==> config.mk <==
export PLATFORM = sky130hd
export DESIGN_NAME = utf8_message_validator_top
export DESIGN_NICKNAME = d
export VERILOG_FILES = /design/src/hw/rtl/u8mv_pkg.sv /design/src/hw/rtl/u8mv_step.sv /design/src/hw/rtl/utf8_message_validator_top.sv
export SDC_FILE = /design/constraint.sdc
export NUM_CORES = 1
export LEC_CHECK = 0
export ABC_CLOCK_PERIOD_IN_PS = 14900
export CORE_AREA = 2 2 169 130
export DETAILED_ROUTE_END_ITERATION = 8
export DIE_AREA = 0 0 171 132
export DONT_BUFFER_PORTS = 1
export GPL_ROUTABILITY_DRIVEN = 0
export PLACE_DENSITY = 0.69
export SETUP_SLACK_MARGIN = 0.3
export SYNTH_ARGS = -nofsm -noshare
export SYNTH_HDL_FRONTEND = slang
export SYNTH_HIERARCHICAL = 1
export SYNTH_SLANG_ARGS = --single-unit
export TNS_END_PERCENT = 1
==> constraint.sdc <==
create_clock -name i_clk -period 14.9 [get_ports i_clk]
set_input_delay 0.745 -clock i_clk [delete_from_list [all_inputs] [get_ports i_clk]]
set_output_delay 0.745 -clock i_clk [all_outputs]
set_load 0.01 [all_outputs]
==> src/hw/rtl/u8mv_pkg.sv <==
// Shared types, constants and helpers for the UTF-8 message validator.
// No dependencies; imported by u8mv_step, utf8_message_validator_top, utf8_verdict_checker and tb_top.
`timescale 1ns / 1ps

package u8mv_pkg;

    localparam int CntW = 13;
    localparam int LimW = 12;
    localparam int CpW  = 21;

    localparam logic [CntW-1:0] SAT_MAX = 13'd4096;

    localparam logic [LimW-1:0] BYTE_LIMIT_RST = 12'd768;
    localparam logic [LimW-1:0] CHAR_LIMIT_RST = 12'd200;

    localparam logic REG_BYTE_LIMIT = 1'b0;
    localparam logic REG_CHAR_LIMIT = 1'b1;

    localparam logic [2:0] ST_OK         = 3'd0;
    localparam logic [2:0] ST_EMPTY      = 3'd1;
    localparam logic [2:0] ST_TOO_LONG   = 3'd2;
    localparam logic [2:0] ST_BAD_UTF8   = 3'd3;
    localparam logic [2:0] ST_TOO_MANY_CP = 3'd4;

    typedef struct packed {
        logic            seen_text;
        logic [1:0]      bytes_left_in_seq;
        logic [2:0]      seq_width;
        logic [CpW-1:0]  partial_code_point;
        logic            bad_utf8;
        logic [CntW-1:0] byte_total;
        logic [CntW-1:0] char_total;
        logic [CntW-1:0] pending_space_run;
        logic            pending_has_newline;
    } t_state;

    typedef struct packed {
        logic [2:0]      status;
        logic [CntW-1:0] char_count;
        logic [CntW-1:0] trimmed_bytes;
    } t_result;

    function automatic logic [CntW-1:0] sat_add(input logic [CntW-1:0] a,
                                                input logic [CntW-1:0] b);
        logic [CntW:0] s;
        s = {1'b0, a} + {1'b0, b};
        return (s > {1'b0, SAT_MAX}) ? SAT_MAX : s[CntW-1:0];
    endfunction

endpackage

==> src/hw/rtl/u8mv_step.sv <==
// Per-word update of the message state and the verdict at the last word.
// Depends on u8mv_pkg.
`timescale 1ns / 1ps

module u8mv_step (
    input  u8mv_pkg::t_state  i_state,
    input  logic [7:0]        i_byte,
    input  logic              i_present,
    input  logic              i_last,
    input  logic [11:0]       i_byte_limit,
    input  logic [11:0]       i_char_limit,
    output u8mv_pkg::t_state  o_state,
    output u8mv_pkg::t_result o_result
);
    import u8mv_pkg::*;

    function automatic logic cp_bad(input logic [CpW-1:0] cp, input logic [2:0] w);
        logic overlong;
        overlong = (w == 3'd2 && cp < 21'h80) || (w == 3'd3 && cp < 21'h800) ||
                   (w == 3'd4 && cp < 21'h10000);
        return overlong || cp > 21'h10FFFF || (cp >= 21'hD800 && cp <= 21'hDFFF) ||
               (cp < 21'h20 && cp != 21'h09) || cp == 21'h7F;
    endfunction

    t_state  n;
    t_result res;
    logic    is_space;
    logic    do_finish;

    always_comb begin
        n         = i_state;
        do_finish = 1'b0;
        is_space  = i_byte == 8'h20 || i_byte == 8'h09 || i_byte == 8'h0D ||
                    i_byte == 8'h0A;
        if (i_present) begin
            if (is_space) begin
                if (n.seen_text) begin
                    n.pending_space_run = sat_add(n.pending_space_run, 13'd1);
                    if (i_byte == 8'h0D || i_byte == 8'h0A) begin
                        n.pending_has_newline = 1'b1;
                    end
                end
            end else begin
                n.seen_text = 1'b1;
                if (n.pending_space_run != '0) begin
                    n.byte_total = sat_add(n.byte_total, n.pending_space_run);
                    if (!n.bad_utf8) begin
                        if (n.bytes_left_in_seq != 2'd0 || n.pending_has_newline) begin
                            n.bad_utf8 = 1'b1;
                        end else begin
                            n.char_total = sat_add(n.char_total, n.pending_space_run);
                        end
                    end
                    n.pending_space_run   = '0;
                    n.pending_has_newline = 1'b0;
                end
                n.byte_total = sat_add(n.byte_total, 13'd1);
                if (!n.bad_utf8) begin
                    if (n.bytes_left_in_seq == 2'd0) begin
                        if (i_byte <= 8'h7F) begin
                            n.seq_width          = 3'd1;
                            n.partial_code_point = {13'd0, i_byte};
                            do_finish            = 1'b1;
                        end else if (i_byte >= 8'hC2 && i_byte <= 8'hDF) begin
                            n.seq_width          = 3'd2;
                            n.bytes_left_in_seq  = 2'd1;
                            n.partial_code_point = {16'd0, i_byte[4:0]};
                        end else if (i_byte >= 8'hE0 && i_byte <= 8'hEF) begin
                            n.seq_width          = 3'd3;
                            n.bytes_left_in_seq  = 2'd2;
                            n.partial_code_point = {17'd0, i_byte[3:0]};
                        end else if (i_byte >= 8'hF0 && i_byte <= 8'hF4) begin
                            n.seq_width          = 3'd4;
                            n.bytes_left_in_seq  = 2'd3;
                            n.partial_code_point = {18'd0, i_byte[2:0]};
                        end else begin
                            n.bad_utf8 = 1'b1;
                        end
                    end else if (i_byte[7:6] != 2'b10) begin
                        n.bad_utf8 = 1'b1;
                    end else begin
                        n.partial_code_point = {n.partial_code_point[14:0], i_byte[5:0]};
                        n.bytes_left_in_seq  = n.bytes_left_in_seq - 2'd1;
                        do_finish            = n.bytes_left_in_seq == 2'd0;
                    end
                end
                if (do_finish) begin
                    if (cp_bad(n.partial_code_point, n.seq_width)) begin
                        n.bad_utf8 = 1'b1;
                    end else begin
                        n.char_total = sat_add(n.char_total, 13'd1);
                    end
                end
            end
        end

        res = '0;
        if (!n.seen_text) begin
            res.status = ST_EMPTY;
        end else begin
            res.trimmed_bytes = n.byte_total;
            if (n.byte_total > {1'b0, i_byte_limit}) begin
                res.status = ST_TOO_LONG;
            end else if (n.bad_utf8 || n.bytes_left_in_seq != 2'd0) begin
                res.status = ST_BAD_UTF8;
            end else if (n.char_total > {1'b0, i_char_limit}) begin
                res.status = ST_TOO_MANY_CP;
            end else begin
                res.status = ST_OK;
            end
            if (res.status == ST_OK || res.status == ST_TOO_MANY_CP) begin
                res.char_count = n.char_total;
            end
        end

        o_result = res;
        o_state  = i_last ? '0 : n;
    end

endmodule

==> src/hw/rtl/utf8_message_validator_top.sv <==
// Top level of the UTF-8 message validator: input register, state update, result register.
// Depends on u8mv_pkg and u8mv_step.
`timescale 1ns / 1ps

// Takes one message byte per word and returns one verdict word for each word marked
// tlast. Each word is registered, then checked and counted combinationally against the
// running message state, so a word can be accepted every clock cycle unless the input
// is stalled; the verdict is loaded into the output register at the edge that takes
// its word out of the input register. Only a last word waiting on an unread verdict
// stalls the input. The user must write limits through the configuration channel only
// while no message is in flight; the block itself does not enforce this.
module utf8_message_validator_top (
    input  logic        i_clk,
    input  logic        i_rst_n,
    input  logic        i_s_tvalid,
    output logic        o_s_tready,
    input  logic [7:0]  i_s_tdata,   // [7:0] data_byte
    input  logic        i_s_tuser,   // [0] byte_present
    input  logic        i_s_tlast,
    output logic        o_m_tvalid,
    input  logic        i_m_tready,
    output logic [31:0] o_m_tdata,   // [2:0] status, [15:3] char_count, [28:16] trimmed_bytes
    input  logic        i_cfg_valid,
    output logic        o_cfg_ready,
    input  logic        i_cfg_index,
    input  logic [11:0] i_cfg_data
);
    import u8mv_pkg::*;

    logic        r_in_valid;
    logic [7:0]  r_in_byte;
    logic        r_in_present;
    logic        r_in_last;
    t_state      r_state;
    t_state      n_state;
    t_result     n_result;
    t_result     r_result;
    logic        r_out_valid;
    logic [11:0] r_byte_limit;
    logic [11:0] r_char_limit;
    logic        out_free;
    logic        proc_fire;

    assign out_free   = !r_out_valid || i_m_tready;
    assign proc_fire  = r_in_valid && (!r_in_last || out_free);
    assign o_s_tready = !r_in_valid || proc_fire;
    assign o_cfg_ready = 1'b1;
    assign o_m_tvalid = r_out_valid;
    assign o_m_tdata  = {3'd0, r_result.trimmed_bytes, r_result.char_count, r_result.status};

    u8mv_step u_step (
        .i_state      (r_state),
        .i_byte       (r_in_byte),
        .i_present    (r_in_present),
        .i_last       (r_in_last),
        .i_byte_limit (r_byte_limit),
        .i_char_limit (r_char_limit),
        .o_state      (n_state),
        .o_result     (n_result)
    );

    always_ff @(posedge i_clk) begin
        if (!i_rst_n) begin
            r_in_valid   <= 1'b0;
            r_out_valid  <= 1'b0;
            r_state      <= '0;
            r_byte_limit <= BYTE_LIMIT_RST;
            r_char_limit <= CHAR_LIMIT_RST;
        end else begin
            if (o_s_tready) begin
                r_in_valid <= i_s_tvalid;
            end
            if (proc_fire) begin
                r_state <= n_state;
            end
            if (proc_fire && r_in_last) begin
                r_out_valid <= 1'b1;
            end else if (i_m_tready) begin
                r_out_valid <= 1'b0;
            end
            if (i_cfg_valid) begin
                if (i_cfg_index == REG_BYTE_LIMIT) begin
                    r_byte_limit <= i_cfg_data;
                end else if (i_cfg_index == REG_CHAR_LIMIT) begin
                    r_char_limit <= i_cfg_data;
                end
            end
        end
    end

    always_ff @(posedge i_clk) begin
        if (o_s_tready && i_s_tvalid) begin
            r_in_byte    <= i_s_tdata;
            r_in_present <= i_s_tuser;
            r_in_last    <= i_s_tlast;
        end
        if (proc_fire && r_in_last) begin
            r_result <= n_result;
        end
    end

    a_mid_word_no_stall: assert property (@(posedge i_clk) disable iff (!i_rst_n)
        r_in_valid && !r_in_last |-> proc_fire)
        else $error("non-last word stalled in the input register");

    a_state_cleared: assert property (@(posedge i_clk) disable iff (!i_rst_n)
        proc_fire && r_in_last |=> r_state.seen_text == 1'b0 && r_state.byte_total == '0 &&
                                   r_state.pending_space_run == '0)
        else $error("message state not cleared after verdict");

    a_counters_sat: assert property (@(posedge i_clk) disable iff (!i_rst_n)
        r_state.byte_total <= SAT_MAX && r_state.char_total <= SAT_MAX &&
        r_state.pending_space_run <= SAT_MAX)
        else $error("counter went past saturation");

    a_verdict_loads_output: assert property (@(posedge i_clk) disable iff (!i_rst_n)
        proc_fire && r_in_last |=> r_out_valid)
        else $error("verdict not loaded into result register");

endmodule

==> impl_metrics.yaml <==
synthesis:
  synth_area_leaders: "dfxtp_1 17%, edfxtp_1 10%, nand2_1 8.7%, mux2i_1 6.6%, ha_1 6.2%"
  synthDominantCellAreaShare: 0.166
  syn_area_um2: 11300
  avgSynthCellArea_um2: 7.65
  yosysSeqAreaShare: 0.270
  synthDistinctLibCells: 98
  synth_edf_count: 39
  synth_top_flop_cell: "dfxtp_1"
  yosys.area.top_type: "dfxtp_1"
  async_reset_ff_frac: 0
  ys_warn_count: 6
  netlist_instances: 1478
  yosysMostFrequentCell: "nand2_1"
  synth_commonest_cells: "263 x nand2_1, 137 x nor2_1, 94 x dfxtp_1"
  ys_ff_latch: 133
detailed_routing:
  antenna_left: 0
  drc: 0
  drtIter0Drc: 1293
  wirelength_um: 31800
  first_pass_iters: 6
  vias: 10800
  viasPerCell: 6.29
  post_drt_wl_per_cell_um: 18.5
worst_setup_path:
  r2r-end: "o_m_tdata[3]$_DFFE_PP_"
  crit_type: "flop to flop"
  r2r_slack_ps: 5700
  start_kind: "flop"
  path_depth: 29
  cp.arrival_ps: 9410
  r2r-start: "r_state[4]$_SDFFE_PN0P_"
  critPathSlowestCell: "o41ai_1"
  path_max_fanout: 14
  crit_top_cell: "o21a_1"
  ff2ff_path_depth: 29
  setup.worst_path.end_class: "flop"
  cp_num_buf_inv: 0
  cp-startpoint: "r_state[4]$_SDFFE_PN0P_"
  critical_path.max_stage_delay_ps: 910
  critPathTopFamily: "compound AO/OA/AOI/OAI gates"
  crit_required_ps: 15110
cts:
  post_cts.repair.setup_buffers: 0
  ctsResizeCount: 0
  clk_latency_ps: 420
  clock-sinks: 133
  numCtsBuffers: 17
  cts.path.max_buffers: 2
  path_clk_slew_ps: 70
  h-tree-depth: 4
  cts_tree: "built"
  hold_buffers: 0
  cts-root-buf: "clkbuf_16"
grt:
  grt_overflow: 0
  antenna_found_initial: 0
  groute.usage.overall: 0.280
  grt_max_degree: 163
  grt_pass1_vias: 9557
  grt_pass1_wl_um: 51300
worst_hold_path:
  hp-class: "input port to flop"
  hold_end: "r_in_byte[3]$_DFFE_PP_"
  min_from: "i_s_tdata[3]"
  hold_depth: 0
sta:
  drv_slew: 0
  period_needed_ps: 9200
  relSlewSlack: 0.324
  max_freq_mhz: 109
  finalHoldViolations: 0
  period_share: 0.617
  skew_ps: 10.2
  setup_viol: 0
  tightestPinTransition_ps: 1000
  totalNegativeSetupSlack_ps: 0
  rsz0062_at_grt: "false"
placed_design:
  dp_hpwl_um: 23000
  io_buffers: 0
die:
  row_count: 46
  core_region_area_um2: 20800
  fp.dieH_um: 132
  die_x_um: 171
  io_pins: 63
  die_area_um2: 22600
  initial_utilization: 0.543
status:
  status: "completed"
power:
  pwr_density_cell_nw_per_um2: 75.9
  p_leak_uw: 0.00449
  ir_drop_uv: 73.5
  power_uw: 906
finish:
  drive_above_1_share: 0.0607
  nets: 1506
  syn_to_final_growth_pct: 5.48
  num_antenna_cells: 0
flow_run:
  drv_cap: 0
## where the power goes
part / switching [µW] / internal [µW]
clock: 184 / 232
combinational: 63.9 / 34.8
sequential: 10.5 / 381
total: 258 / 647
## logic make-up after synthesis
family          Yosys count  synth area share
buf+inv                 156            0.0610
fa+ha+maj                58            0.0655
other cells               2          0.000664
compound gates          390             0.245
simple gates            626             0.261
mux                      79            0.0704
xor+xnor                 34            0.0263
flops                   133             0.270
## flip-flops by register name (all words and copies together) (netlist names)
name          flops
o_m_tdata        29
o_m_tvalid        1
r_byte_limit     12
r_char_limit     12
r_in_byte         8
r_in_last         1
r_in_present      1
r_in_valid        1
r_state          68
## stage by stage
stage | setup slack [ps] | util | hold slack [ps] | instance area [µm²] | std cells
2_1_floorplan | 7550 | - | 434 | 11300 | 1480
3_3_place_gp | 6210 | 0.544 | 446 | 11300 | 1689
3_5_place_dp | 5840 | 0.544 | 450 | 11300 | 1689
4_1_cts | 5810 | 0.572 | 399 | 11900 | 1721
5_1_grt | 4900 | 0.572 | 396 | 11900 | 1721
6_report | 5700 | 0.572 | 412 | 11900 | 1721
## layout by cell type, fill, tap and decap left out, drive strengths merged, types with 18 or more instances in the layout
cell type / count
a211oi: 30
a21boi: 22
a21oi: 85
a22oi: 21
a31oi: 29
and2: 28
clkbuf: 18
dfxtp: 94
edfxtp: 39
ha: 56
inv: 75
mux2i: 75
nand2: 265
nand3: 47
nand4: 21
nor2: 137
nor3: 35
o21a: 18
o21ai: 58
xnor2: 20
## worst max-delay path by stage
stage	to
final	o_m_tdata[3]$_DFFE_PP_
after global routing	o_m_tdata[3]$_DFFE_PP_
after CTS	o_m_tdata[3]$_DFFE_PP_
after detailed placement	o_m_tdata[3]$_DFFE_PP_
after global placement	o_m_tdata[7]$_DFFE_PP_
after floorplan	o_m_tdata[10]$_DFFE_PP_
## layout make-up
cell class                      count  area, µm²
Fill cell                        1971       8910
Sequential cell                   133       3050
Clock inverter                     14        133
Multi-Input combinational cell   1191       7590
Inverter                           64        240
Timing Repair Buffer               13       97.6
Tap cell                          288        360
Clock buffer                       18        450
## worst register-to-register path: cells and delay by family (launching register included)
family / cells / cell delay [ps]
mux: 1 / 390
fa+ha+maj: 3 / 920
flops: 1 / 620
simple gates: 8 / 2360
compound gates: 17 / 4700
## layer usage
layer	routed length, µm	GRT usage
met5	0	0
met4	495	0.0598
met3	3060	0.0576
met2	12700	0.380
met1	15500	0.448
No activity file was read; power rests on OpenSTA's default activity.
